**src/pwt_pkg.sv**
```systemverilog
package pwt_pkg;

    // result status codes
    typedef enum logic [1:0] {
        STATUS_TOKEN = 2'd0,
        STATUS_ERROR = 2'd1,
        STATUS_END   = 2'd2
    } status_t;

    // symbol set selection
    localparam logic [1:0] MODE_JSON = 2'd0;
    localparam logic [1:0] MODE_DOT  = 2'd1;

    // token kinds
    localparam logic KIND_WORD   = 1'b0;
    localparam logic KIND_SYMBOL = 1'b1;

    // characters of interest
    localparam logic [7:0] CH_LBRACE = 8'h7B;
    localparam logic [7:0] CH_RBRACE = 8'h7D;
    localparam logic [7:0] CH_LBRACK = 8'h5B;
    localparam logic [7:0] CH_RBRACK = 8'h5D;
    localparam logic [7:0] CH_COLON  = 8'h3A;
    localparam logic [7:0] CH_COMMA  = 8'h2C;
    localparam logic [7:0] CH_APOS   = 8'h27;
    localparam logic [7:0] CH_DOT    = 8'h2E;
    localparam logic [7:0] CH_QUOTE  = 8'h22;
    localparam logic [7:0] CH_EQUALS = 8'h3D;
    localparam logic [7:0] CH_SEMI   = 8'h3B;
    localparam logic [7:0] CH_DASH   = 8'h2D;
    localparam logic [7:0] CH_GT     = 8'h3E;
    localparam logic [7:0] CH_CR     = 8'h0D;
    localparam logic [7:0] CH_LF     = 8'h0A;
    localparam logic [7:0] CH_SPACE  = 8'h20;
    localparam logic [7:0] CH_UNDER  = 8'h5F;

    // one result item
    typedef struct packed {
        status_t     status;
        logic [7:0]  char_code;
        logic        token_start;
        logic        token_kind;
        logic [15:0] line_number;
        logic [15:0] column_number;
        logic        last_of_run;
    } result_t;

endpackage

```
**src/pwt_lexer.sv**
```systemverilog
module pwt_lexer #(
    parameter int POSITION_BITS = 16
) (
    input  logic              aclk,
    input  logic              aresetn,
    input  logic              cfg_valid,
    input  logic [1:0]        cfg_data,
    input  logic              accept,
    input  logic [7:0]        text_byte,
    input  logic              end_of_text,
    output logic [1:0]        push_count,
    output pwt_pkg::result_t  result0,
    output pwt_pkg::result_t  result1
);
    import pwt_pkg::*;

    localparam int PB  = POSITION_BITS;
    localparam int EXT = (PB > 16) ? PB : 16;

    logic [1:0]    mode_reg;
    logic [PB-1:0] line_reg, line_next;
    logic [PB-1:0] col_reg, col_next;
    logic          word_reg, word_next;
    logic          dash_reg, dash_next;
    logic          halted_reg, halted_next;
    logic [1:0]    count;
    logic          is_word;
    logic [15:0]   line_out, col_out;

    // saturating position increment
    function automatic logic [PB-1:0] sat_inc(input logic [PB-1:0] v, input logic [1:0] by);
        logic [PB:0] s;
        s = {1'b0, v} + {{(PB - 1){1'b0}}, by};
        return s[PB] ? {PB{1'b1}} : s[PB-1:0];
    endfunction

    // clip a position to the 16 bit result field
    function automatic logic [15:0] clip16(input logic [PB-1:0] v);
        logic [EXT-1:0] e;
        e = EXT'(v);
        return (e > EXT'(16'hFFFF)) ? 16'hFFFF : e[15:0];
    endfunction

    // single character symbols of the selected set
    function automatic logic in_set(input logic [1:0] m, input logic [7:0] c);
        logic brace;
        brace = (c == CH_LBRACE) || (c == CH_RBRACE) || (c == CH_LBRACK) || (c == CH_RBRACK);
        if (m == MODE_JSON)
            return brace || (c == CH_COLON) || (c == CH_COMMA) || (c == CH_APOS)
                || (c == CH_DOT);
        else if (m == MODE_DOT)
            return brace || (c == CH_QUOTE) || (c == CH_EQUALS) || (c == CH_SEMI);
        else
            return 1'b0;
    endfunction

    assign is_word = ((text_byte >= 8'h61) && (text_byte <= 8'h7A))
                  || ((text_byte >= 8'h41) && (text_byte <= 8'h5A))
                  || ((text_byte >= 8'h30) && (text_byte <= 8'h39))
                  || (text_byte == CH_UNDER);

    assign line_out = clip16(line_reg);
    assign col_out  = clip16(col_reg);

    // per item decode and next state
    always_comb begin
        line_next   = line_reg;
        col_next    = col_reg;
        word_next   = word_reg;
        dash_next   = dash_reg;
        halted_next = halted_reg;
        count       = 2'd0;
        result0     = '0;
        result1     = '0;
        result0.line_number   = line_out;
        result0.column_number = col_out;
        result1.line_number   = line_out;
        result1.column_number = col_out;
        if (!halted_reg) begin
            if (dash_reg) begin
                dash_next = 1'b0;
                if (!end_of_text && (text_byte == CH_GT)) begin
                    count                = 2'd2;
                    result0.char_code    = CH_DASH;
                    result0.token_start  = 1'b1;
                    result0.token_kind   = KIND_SYMBOL;
                    result1.char_code    = CH_GT;
                    result1.token_kind   = KIND_SYMBOL;
                    col_next             = sat_inc(col_reg, 2'd2);
                end else begin
                    count          = 2'd1;
                    result0.status = STATUS_ERROR;
                    halted_next    = 1'b1;
                end
            end else if (end_of_text) begin
                count          = 2'd1;
                result0.status = STATUS_END;
                line_next      = PB'(1);
                col_next       = PB'(1);
                word_next      = 1'b0;
            end else if (is_word) begin
                count               = 2'd1;
                result0.char_code   = text_byte;
                result0.token_start = !word_reg;
                result0.token_kind  = KIND_WORD;
                word_next           = 1'b1;
                col_next            = sat_inc(col_reg, 2'd1);
            end else begin
                word_next = 1'b0;
                if ((text_byte == CH_CR) || (text_byte == CH_LF)) begin
                    line_next = sat_inc(line_reg, 2'd1);
                    col_next  = PB'(1);
                end else if (text_byte == CH_SPACE) begin
                    col_next = sat_inc(col_reg, 2'd1);
                end else if (text_byte[7]) begin
                    // high bytes are skipped
                end else if ((mode_reg == MODE_DOT) && (text_byte == CH_DASH)) begin
                    dash_next = 1'b1;
                end else if (in_set(mode_reg, text_byte)) begin
                    count               = 2'd1;
                    result0.char_code   = text_byte;
                    result0.token_start = 1'b1;
                    result0.token_kind  = KIND_SYMBOL;
                    col_next            = sat_inc(col_reg, 2'd1);
                end else begin
                    count          = 2'd1;
                    result0.status = STATUS_ERROR;
                    halted_next    = 1'b1;
                end
            end
        end
        result0.last_of_run = (count == 2'd1);
        result1.last_of_run = 1'b1;
    end

    assign push_count = accept ? count : 2'd0;

    // state registers
    always_ff @(posedge aclk) begin
        if (!aresetn) begin
            mode_reg   <= MODE_JSON;
            line_reg   <= PB'(1);
            col_reg    <= PB'(1);
            word_reg   <= 1'b0;
            dash_reg   <= 1'b0;
            halted_reg <= 1'b0;
        end else begin
            if (cfg_valid) begin
                mode_reg <= cfg_data;
            end
            if (accept) begin
                line_reg   <= line_next;
                col_reg    <= col_next;
                word_reg   <= word_next;
                dash_reg   <= dash_next;
                halted_reg <= halted_next;
            end
        end
    end

endmodule

```
**src/pwt_result_queue.sv**
```systemverilog
module pwt_result_queue (
    input  logic              aclk,
    input  logic              aresetn,
    input  logic [1:0]        push_count,
    input  pwt_pkg::result_t  din0,
    input  pwt_pkg::result_t  din1,
    output logic              room,
    output logic              out_valid,
    input  logic              out_ready,
    output pwt_pkg::result_t  dout
);
    import pwt_pkg::*;

    localparam int DEPTH = 4;

    result_t    mem [DEPTH];
    logic [1:0] wr_ptr_reg, rd_ptr_reg;
    logic [2:0] count_reg, count_next;
    logic       pop;

    assign out_valid = (count_reg != 3'd0);
    assign pop       = out_valid && out_ready;
    assign room      = (count_reg <= 3'(DEPTH - 2));
    assign dout      = mem[rd_ptr_reg];

    assign count_next = count_reg + {1'b0, push_count} - {2'b00, pop};

    // entry storage, up to two writes per cycle
    always_ff @(posedge aclk) begin
        if (push_count != 2'd0) begin
            mem[wr_ptr_reg] <= din0;
        end
        if (push_count == 2'd2) begin
            mem[wr_ptr_reg + 2'd1] <= din1;
        end
    end

    // pointers and fill level
    always_ff @(posedge aclk) begin
        if (!aresetn) begin
            wr_ptr_reg <= 2'd0;
            rd_ptr_reg <= 2'd0;
            count_reg  <= 3'd0;
        end else begin
            wr_ptr_reg <= wr_ptr_reg + push_count;
            rd_ptr_reg <= rd_ptr_reg + {1'b0, pop};
            count_reg  <= count_next;
        end
    end

endmodule

```
**src/punctuation_word_tokenizer.sv**
```systemverilog
// results are queued as their item is accepted and are offered on the m_ side
// one item per cycle while s_tready is high; an arrow gives two results from one item
// a four entry result queue sits between lexer state and output; s_tready is low
// while fewer than two entries are free, so a stalled output backs up the input
// reset: synchronous, active low; position back to line 1 column 1, mode JSON-style,
// queue empty, no pending dash, not halted
module punctuation_word_tokenizer #(
    parameter int POSITION_BITS = 16
) (
    input  logic        aclk,
    input  logic        aresetn,
    input  logic        cfg_valid,
    output logic        cfg_ready,
    input  logic [1:0]  cfg_data,
    input  logic        s_tvalid,
    output logic        s_tready,
    input  logic [7:0]  s_tdata,   // text_byte
    input  logic        s_tlast,   // end_of_text
    output logic        m_tvalid,
    input  logic        m_tready,
    output logic [39:0] m_tdata,   // char_code, line_number, column_number
    output logic [3:0]  m_tuser,   // status, token_start, token_kind
    output logic        m_tlast    // last_of_run
);
    import pwt_pkg::*;

    logic       accept;
    logic       room;
    logic [1:0] push_count;
    result_t    res0, res1, head;

    assign cfg_ready = 1'b1;
    assign s_tready  = room;
    assign accept    = s_tvalid && room;

    pwt_lexer #(
        .POSITION_BITS(POSITION_BITS)
    ) u_lexer (
        .aclk        (aclk),
        .aresetn     (aresetn),
        .cfg_valid   (cfg_valid),
        .cfg_data    (cfg_data),
        .accept      (accept),
        .text_byte   (s_tdata),
        .end_of_text (s_tlast),
        .push_count  (push_count),
        .result0     (res0),
        .result1     (res1)
    );

    pwt_result_queue u_queue (
        .aclk       (aclk),
        .aresetn    (aresetn),
        .push_count (push_count),
        .din0       (res0),
        .din1       (res1),
        .room       (room),
        .out_valid  (m_tvalid),
        .out_ready  (m_tready),
        .dout       (head)
    );

    // pack the head item onto the output
    assign m_tdata = {head.column_number, head.line_number, head.char_code};
    assign m_tuser = {head.token_kind, head.token_start, head.status};
    assign m_tlast = head.last_of_run;

endmodule
```
**config.mk**
```make
export PLATFORM = sky130hd
export DESIGN_NAME = punctuation_word_tokenizer
export DESIGN_NICKNAME = d
export VERILOG_FILES = /design/src/pwt_pkg.sv /design/src/pwt_lexer.sv /design/src/pwt_result_queue.sv /design/src/punctuation_word_tokenizer.sv
export SDC_FILE = /design/constraint.sdc
export NUM_CORES = 1
export LEC_CHECK = 0
export ABC_AREA = 1
export ABC_CLOCK_PERIOD_IN_PS = 3650
export BUFFER_PORTS_ARGS = -buffer_cell sky130_fd_sc_hd__buf_2
export CAP_MARGIN = 20
export CORE_ASPECT_RATIO = 0.8
export CORE_UTILIZATION = 37
export CTS_CLUSTER_SIZE = 30
export DETAILED_ROUTE_END_ITERATION = 8
export HOLD_SLACK_MARGIN = 0.05
export PLACE_DENSITY = 0.6
export SLEW_MARGIN = 20
export SYNTH_ARGS = -nofsm -noshare
export SYNTH_HDL_FRONTEND = slang
export SYNTH_SLANG_ARGS = --single-unit
```
**constraint.sdc**
```tcl
create_clock -name aclk -period 3.65 [get_ports aclk]
set_clock_uncertainty 0.1 [all_clocks]
set_input_delay 0.5475 -clock aclk [delete_from_list [all_inputs] [get_ports aclk]]
set_output_delay 0.5475 -clock aclk [all_outputs]
set_load 0.03 [all_outputs]
```
# Word-level counts from Yosys, hierarchy flattened
# Memories as Yosys holds them, arrays and structs flattened. A register that Yosys moved wholly into a read port is not among the register bits.
# Cells that the tools add are included.
dict set report totals {
  ff_bits 44
  ramBits 180
  inputBits 16
  n_memories 1
}
dict set report classes {
  addsub 8
  magnitude_cmp 9
  eq_ne 24
  n_mux 81
  n_bitwise 2
  reduce_logical 32
}
# memory words word_bits rd rd_ports_with_merged_regs write_ports line_no
set mem_list {}
lappend mem_list {u_queue.mem 4 45 1 1 2 pwt_result_queue.sv:16} ;# result_t mem [DEPTH];
# op count
set ops {}
lappend ops {{16-bit two-way mux} 17}
lappend ops {{8-bit by 6-bit == test with 1-bit output, second input constant} 10}
lappend ops {{12-bit two-way mux} 6}
lappend ops {{8-bit by 7-bit == test with 1-bit output, second input constant} 5}
lappend ops {{1-bit two-way mux} 39}
lappend ops {{16-bit by 1-bit adder with 17-bit output, second input constant} 2}
lappend ops {{16-bit greater-than comparator, second input constant} 2}
lappend ops {{2-bit two-way mux} 12}
lappend ops {{8-bit two-way mux} 3}
lappend ops {{10-bit two-way mux} 2}
lappend ops {{16-bit by 2-bit adder with 17-bit output, second input constant} 1}
lappend ops {{8-bit by 4-bit == test with 1-bit output, second input constant} 2}
lappend ops {{8-bit by 7-bit greater-or-equal comparator with 1-bit output, second input constant} 2}
lappend ops {{8-bit by 7-bit less-or-equal comparator with 1-bit output, second input constant} 2}
lappend ops {{1-bit logical OR} 14}
lappend ops {{9-bit two-way mux} 1}
lappend ops {{8-bit by 6-bit greater-or-equal comparator with 1-bit output, second input constant} 1}
lappend ops {{8-bit by 6-bit less-or-equal comparator with 1-bit output, second input constant} 1}
lappend ops {{1-bit logical AND} 7}
lappend ops {{6-bit two-way mux} 1}
lappend ops {{6-bit by 1-bit inequality test with 1-bit output, second input constant} 1}
lappend ops {{6-bit by 2-bit inequality test with 1-bit output, second input constant} 1}
lappend ops {{6-bit AND reduction} 1}
lappend ops {{6-bit nonzero test} 1}
lappend ops {{17 further kinds} 22}

# Depth between registers and ports, before layout
# Gate-level depths: netlist of the first run.
dict set report depth {
  word_depth 26
  depth_mapped 14
  ltp_nobuf 14
}

# Cells and area by module
# A second synthesis of the first run with hierarchy kept.
dict set report unflattened {
  hier_cells 1544
  area_unflattened_um2 12983.7
}
# module instances cells_per_inst area_per_inst_um2
set modules_own_cells {}
lappend modules_own_cells {pwt_result_queue 1 940 9544.2}
lappend modules_own_cells {pwt_lexer 1 600 3420.8}
lappend modules_own_cells {punctuation_word_tokenizer 1 4 18.8}

# Worst setup path before layout of the first run
# Ideal clock, no wire load.
dict set report synth_path {
  path_kind {reg2reg}
  startpoint {register u_queue.count_reg[1]}
  endpoint {memory u_queue.mem[0][10] (netlist name) (enable)}
  setup_ns 0.396
  t_arrival_ns 2.548
  required_ns 3.154
  setup_slack_ns 0.606
  stages_incl_launch_ff 11
  n_path_buf 1
  cell_sequence {dfxtp_1 a21oi_2 nand2_1 nor2_1 inv_1 nor2_4 inv_1 nor2_2 inv_2 buf_2 nand2_1}
}
# element line_no
set synth_lines {}
lappend synth_lines {{start, declared} pwt_result_queue.sv:18} ;# logic [2:0] count_reg, count_next;
lappend synth_lines {{start signal, assigned} pwt_result_queue.sv:47} ;# count_reg <= count_next;
lappend synth_lines {{end, declared} pwt_result_queue.sv:16}

==> out/qor.yml, run 1 <==
min_path:
  min_from: "cfg_valid"
  min_path_type: "in2reg"
grt:
  grt_pass1_wl_um: 49700
  grtUsageTotal_pct: 20.3
  antenna_found_initial: 0
  grt_max_degree: 89
  grt_pass1_vias: 8925
  overflow: 0
synthesis:
  ys_ff_latch: 224
  yosysSeqAreaShare_pct: 53.0
  synthCells: 1337
  synth-edff-count: 152
  syn-cell-area_um2: 11300
  synth_top_flop_cell: "edfxtp_1"
  syn-num-nets: 1362
  yosys.cell_types.count: 43
  synth_warnings: 0
  syn_area_per_cell_um2: 8.48
  async_flop_share_pct: 0
sta:
  setup_viol: 0
  finalCritPeriodShare_pct: 79.7
  worst_slew_pin_slew_ps: 777
  fin_crit_ps: 2910
  fmax_mhz: 344
  max-slew-margin-rel_pct: 47.8
  postLayoutSetupSlackWorst_ps: 742
  hold_violations: 0
  finalMaxSlewViolations: 0
  rsz0062_at_grt: "false"
  tns_ps: 0
die:
  rows: 56
  start_util_pct: 38.2
  num_io_pins: 64
  die_w_um: 198
  die_area_um2: 31300
  dieHeight_um: 159
  core_area_um2: 29700
worst_setup_path:
  cp_cell_sequence: "inv_1 -> buf_12 -> o21ai_0 -> o22ai_1 -> buf_2"
  cp-end-kind: "primary output"
  critical_path_required_ps: 3000
  arrival_ps: 2260
  rr_startpoint: "u_queue.count_reg[1]$_SDFF_PN0_"
  setup.worst_path.start: "u_queue.rd_ptr_reg[1]$_SDFF_PN0_"
  cpPeakStageDelay_ps: 410
  crit_buf_inv: 3
  crit_slowest_cell: "inv_1"
  cp_max_fo: 34
  cpLargestDelayFamily: "buffers and inverters"
  start_kind: "register"
  critical_path_class: "reg2out"
routing:
  via_per_inst: 5.33
  wl_um: 31500
  num_vias: 9543
  final_antenna_net_count: 0
  drt_iter0_drc: 812
  wire_per_inst_um: 17.6
  first_pass_iters: 5
  drc_errors: 0
cells_and_area:
  multiInputGateArea_um2: 4490
  nNetsFinal: 1392
  largest_register_ffs: 180
  nFillCells: 2982
  postLayoutCellArea_um2: 12700
  drive_above_1_share_pct: 11.3
  regArea_um2: 6010
  antennaDiodeCount: 0
  area_growth_pct: 12.0
power_and_ir_drop:
  power.leakage_nw: 5.11
  powerDensity_nw_per_um2: 701
  max-vdd-ir-drop_v: 0.000382
  power.total_w: 0.00890
cts:
  clk_pin_slew_ps: 60
  cts_made_buffers: 23
  cts_resized: 0
  hold_buffers: 0
  cts_tree: "done"
  cts_buffer_depth: 3
  h-tree-depth: 1
  cts_sinks: 224
  post_cts_buffers: 0
  root_buffer: "clkbuf_16"
  clk_latency_ps: 520
place:
  place_congestion: 0.928
  place_ws_ps: 719
  place_hpwl_um: 19900
  dpl_cell_area_um2: 12000
  portBuffers: 62
run_status:
  status: "complete, no violations"
run:
  drv_cap: 0
-- cells by family after synthesis --
kind of cell	share of synthesized area, %
fa+ha+maj	1.06
flops	53.0
other cells	0.0331
buf+inv	7.50
compound gates	16.1
simple gates	20.3
xor+xnor	2.01
-- worst reg2reg max path: stages, from the launching register on --
cell and delay (ps):
dfxtp_1 340, a21oi_2 170, nand2_1 180, nor2_1 250, inv_1 110, nor2_4 190
inv_1 100, ha_1 280, inv_1 50, fa_1 430, xor2_1 160, o21ai_0 140
a21oi_1 50
-- final timing paths --
kind | to | cells after the start | slack (ps)
min reg2reg | u_queue.mem[2][0]$_SDFFE_PP1P_ | 2 | 380
min | u_lexer.mode_reg[0]$_SDFFE_PN0P_ | 3 | 220
max | m_tdata[27] | 5 | 740
max reg2reg | u_queue.count_reg[2]$_SDFF_PN0_ | 12 | 990
-- per-stage QoR --
step	hold WS, ps	utilization (%)	instances
finish	225	42.7	1790
floorplan	335	-	1337
CTS	205	42.7	1790
detailed placement	365	40.3	1748
global route	251	42.7	1790
global placement	353	40.3	1748
-- routing by layer --
layer | part of all wire, % | track usage, %
met5 | 0 | 0
met4 | 1.7 | 4.91
met3 | 6.3 | 2.61
met2 | 44 | 32.3
met1 | 48 | 29.2
-- cell usage in the layout (no fill, tap or decap), types with 4 or more instances in the layout --
cell type and n:
nor2_1 243, nand2_1 181, a21oi_1 155, edfxtp_1 152
o21ai_0 134, inv_1 101, dfxtp_1 71, nand3_1 64
buf_2 62, o22ai_1 45, xor2_1 24, clkbuf_16 23
nand4_1 14, buf_4 14, inv_2 8, ha_1 8
nand2_2 7, nor3_1 7, clkinv_2 7, buf_12 7
clkbuf_1 5, nor2_2 4, nand2_4 4, nor2_4 4
-- synth_stat cells, types with 2 or more instances --
master      n  area share (%)
nand4_1    14            0.77
and3_1      3            0.17
o22ai_1    45             2.5
a22oi_1     3            0.20
a21oi_2     2            0.15
buf_6      14             1.4
a31oi_1     2            0.11
nand3_1    64             2.8
nand3_2     2            0.18
clkbuf_1   41             1.4
buf_2      20            0.88
o21ai_0   134             5.9
xnor2_1     2            0.15
xor2_1     24             1.9
nand2_2     3            0.17
nor2_4      4            0.40
nor2_2      4            0.22
ha_1        8            0.88
inv_1     102             3.4
inv_2       7            0.23
nor4_1      3            0.17
edfxtp_1  152              40
nand2_1   185             6.1
a21oi_1   155             6.8
dfxtp_1    72              13
buf_4       2            0.13
nor3_1      7            0.31
nand4_2     2            0.22
nor2_1    243             8.0
o211ai_1    2            0.13
nand2_4     4            0.40
-- final cells by class --
cell class	count	share of cell area, %
Tap cell	406	4.00
Clock buffer	30	4.90
Timing Repair Buffer	83	4.38
Clock inverter	12	0.710
Sequential cell	224	47.3
Inverter	111	3.30
Multi-Input combinational cell	924	35.4
-- power breakdown --
group | switching (W) | total, W | internal [W]
Sequential | 0.000216 | 0.00330 | 0.00308
Clock | 0.000993 | 0.00227 | 0.00128
Combinational | 0.00241 | 0.00333 | 0.000917
No activity file was read; power rests on OpenSTA's default activity.
==> inputs of run 2 (changes only) <==
--- a/config.mk
+++ b/config.mk
@@ -5,8 +5,8 @@
 export SDC_FILE = /design/constraint.sdc
 export NUM_CORES = 1
 export LEC_CHECK = 0
-export ABC_AREA = 1
-export ABC_CLOCK_PERIOD_IN_PS = 3650
+export ABC_AREA = 0
+export ABC_CLOCK_PERIOD_IN_PS = 2950
 export BUFFER_PORTS_ARGS = -buffer_cell sky130_fd_sc_hd__buf_2
 export CAP_MARGIN = 20
 export CORE_ASPECT_RATIO = 0.8
==> constraint.sdc (replaced) <==
create_clock -name aclk -period 2.95 [get_ports aclk]
set_clock_uncertainty 0.1 [all_clocks]
set_input_delay 0.4425 -clock aclk [delete_from_list [all_inputs] [get_ports aclk]]
set_output_delay 0.4425 -clock aclk [all_outputs]
set_load 0.03 [all_outputs]
==> out/qor.yml, run 2 <==
run_status:
  status: "complete, no violations"
grt:
  antenna_found_initial: 0  # unchanged
  overflow: 0  # unchanged
  grt_max_degree: 47  # -47%
  grt_pass1_vias: 7566  # -15%
  grt_pass1_wl_um: 43000  # -14%
  grtUsageTotal_pct: 17.8  # -2.5 points
cts:
  h-tree-depth: 1  # unchanged
  post_cts_buffers: 0  # unchanged
  root_buffer: "clkbuf_16"
  cts_tree: "done"
  cts_buffer_depth: 3  # unchanged
  hold_buffers: 0  # unchanged
  cts_made_buffers: 24  # +4.3%
  cts_resized: 0  # unchanged
  clk_pin_slew_ps: 60  # about the same
  clk_latency_ps: 520  # about the same
  cts_sinks: 224  # unchanged
worst_setup_path:
  crit_slowest_cell: "mux4_2"
  start_kind: "register"
  r2r_cells: 10  # -2
  arrival_ps: 2180  # -80 ps
  cpLargestDelayFamily: "multiplexers"
  cpPeakStageDelay_ps: 590  # +180 ps
  cp_max_fo: 23  # -32%
  cp-end-kind: "primary output"
  critical_path_class: "reg2out"
  crit_buf_inv: 2  # -1
  critical_path_required_ps: 2410  # -590 ps
  cp_cell_sequence: "buf_12 -> mux4_2 -> buf_2"
  regToRegSetupSlack_ps: 440  # -550 ps
  rr_startpoint: "u_queue.count_reg[1]$_SDFF_PN0_"
  r2r_end: "u_queue.count_reg[2]$_SDFF_PN0_"
min_path:
  min_path_type: "in2reg"
  min_path_cells: 3  # unchanged
  hold_path_end: "u_lexer.mode_reg[1]$_SDFFE_PN0P_"
  min_from: "cfg_data[1]"
cells_and_area:
  most-common-layout-cells: "edfxtp_1 (152), and2_1 (99), nor2_1 (72), dfxtp_1 (70), buf_4 (63)"
  antennaDiodeCount: 0  # unchanged
  nNetsFinal: 1058  # -24%
  largest_register_ffs: 180  # unchanged
  final_common_cell: "edfxtp_1"
  drive_above_1_share_pct: 24.4  # +13 points
  area_growth_pct: 16.8
sta:
  hold_ws_ps: 57.1  # -168 ps
  fmax_mhz: 367
  postLayoutSetupSlackWorst_ps: 227  # -515 ps
  worst_slew_pin_slew_ps: 575  # -202 ps
  fin_crit_ps: 2720
  rsz0062_at_grt: "false"
  hold_violations: 0  # unchanged
  finalCritPeriodShare_pct: 92.3
  setup_viol: 0  # unchanged
  finalMaxSlewViolations: 0  # unchanged
  max-slew-margin-rel_pct: 61.7  # +14 points
routing:
  via_per_inst: 5.52  # +3.5%
  final_antenna_net_count: 0  # unchanged
  wire_per_inst_um: 19.1  # +8.5%
  num_vias: 7882  # -17%
  drt_iter0_drc: 735  # -9.5%
  drc_errors: 0  # unchanged
  wl_um: 27200  # -13%
  first_pass_iters: 4  # -1
place:
  place_ws_ps: -7.13  # -726 ps
  portBuffers: 62  # unchanged
  place_hpwl_um: 18300  # -8.2%
  place_congestion: 0.874  # -5.9%
synthesis:
  syn-num-nets: 977  # -28%
  async_flop_share_pct: 0  # unchanged
  yosys.cell_types.count: 75  # +74%
  yosys.area.top_type: "edfxtp_1"
  synthTopCellsByCount: "edfxtp_1 (152), and2_1 (99), nor2_1 (73)"
  synth_top_area_share_pct: 41.0  # +0.78 points
  synth.most_common_cell: "edfxtp_1"
  ys_ff_latch: 224  # unchanged
  synth-edff-count: 152  # unchanged
  synth_warnings: 0  # unchanged
  yosys-top-cells-area: "edfxtp_1 (41%), dfxtp_1 (13%), mux4_2 (9.1%)"
  synthCells: 952  # -29%
  synth_top_flop_cell: "edfxtp_1"
  syn_area_per_cell_um2: 11.7  # +38%
  syn-cell-area_um2: 11100  # -1.9%
  yosysSeqAreaShare_pct: 54.0  # +1.0 points
die:
  num_io_pins: 64  # unchanged
  dieHeight_um: 157  # -0.94%
  start_util_pct: 37.8  # -0.37 points
  core_area_um2: 29400  # -0.94%
  die_area_um2: 30800  # -1.9%
  die_w_um: 196  # -0.94%
  rows: 56  # unchanged
power_and_ir_drop:
  max-vdd-ir-drop_v: 0.000404  # +5.8%
  powerDensity_nw_per_um2: 742  # +5.8%
  power.leakage_nw: 4.52  # -12%
run:
  drv_cap: 0  # unchanged
run 2: changes by cell type after synthesis, sizes merged, moves of 21 or more:
cell    change
nand2     -149
o21ai     -106
o22ai      -39
mux4       +45
and2       +99
inv        -90
a21oi     -110
a211oi     +22
nor2b      +32
xor2       -21
nand3      -50
nor2      -175
run 2: kinds of logic after synthesis:
family          share of synthesized area [%]
xor+xnor                                0.867
simple gates                             17.2
other cells                            0.0337
buf+inv                                  3.72
fa+ha+maj                                1.08
flops                                    54.0
mux                                      10.6
compound gates                           12.4
run 2: how the worst max path moves through the flow:
stage | start | to | cells past startpoint
after floorplan | s_tdata[7] | u_queue.mem[2][10]$_DFFE_PP_ | 8
after global placement | s_tdata[1] | u_queue.count_reg[2]$_SDFF_PN0_ | 10
after detailed placement | s_tdata[1] | u_queue.count_reg[2]$_SDFF_PN0_ | 10
after CTS | u_queue.rd_ptr_reg[0]$_SDFF_PN0_ | m_tdata[24] | 3
after global routing | u_queue.rd_ptr_reg[0]$_SDFF_PN0_ | m_tdata[24] | 3
final | u_queue.rd_ptr_reg[0]$_SDFF_PN0_ | m_tdata[24] | 3
run 2: stage by stage:
stage	cells	total power, W	instance area, um^2	utilization (%)	TNS, ps
global route	1428	0.0101	13000	44.1	0
floorplan	952	0.00598	11100	-	-4310
global placement	1384	0.00687	12300	41.6	0
CTS	1428	0.00976	13000	44.1	0
finish	1428	0.00964	13000	44.1	0
detailed placement	1384	0.00689	12300	41.6	-12.9
run 2: where the power goes:
group          total (W)  internal (W)  switching, W
Clock            0.00286       0.00161       0.00125
Combinational    0.00283       0.00114       0.00170
Sequential       0.00395       0.00372      0.000224
run 2: routing by layer:
metal | part of all wire, % | global-route usage (%) | vias up
li1 | - | - | 3758
met3 | 5.5 | 2.72 | 34
met1 | 49 | 26.2 | 3848
met2 | 44 | 27.6 | 242
met5 | 0 | 0 | -
met4 | 1.5 | 3.61 | 0
run 2: final cells by class:
type / instances / area [um^2]
clock buffers: 31 / 627
well taps: 377 / 472
repair buffers: 135 / 983
clock inverters: 13 / 115
inverters: 21 / 82.6
multi-input cells: 627 / 4700
flip-flops and latches: 224 / 6010
fillers: 2771 / 16400
run 2: worst min-delay path, delay by kind of cell:
| family | cells | cell delay (ps) |
|---|---|---|
| buf+inv | 1 | 70 |
| mux | 1 | 60 |
| simple gates | 1 | 70 |
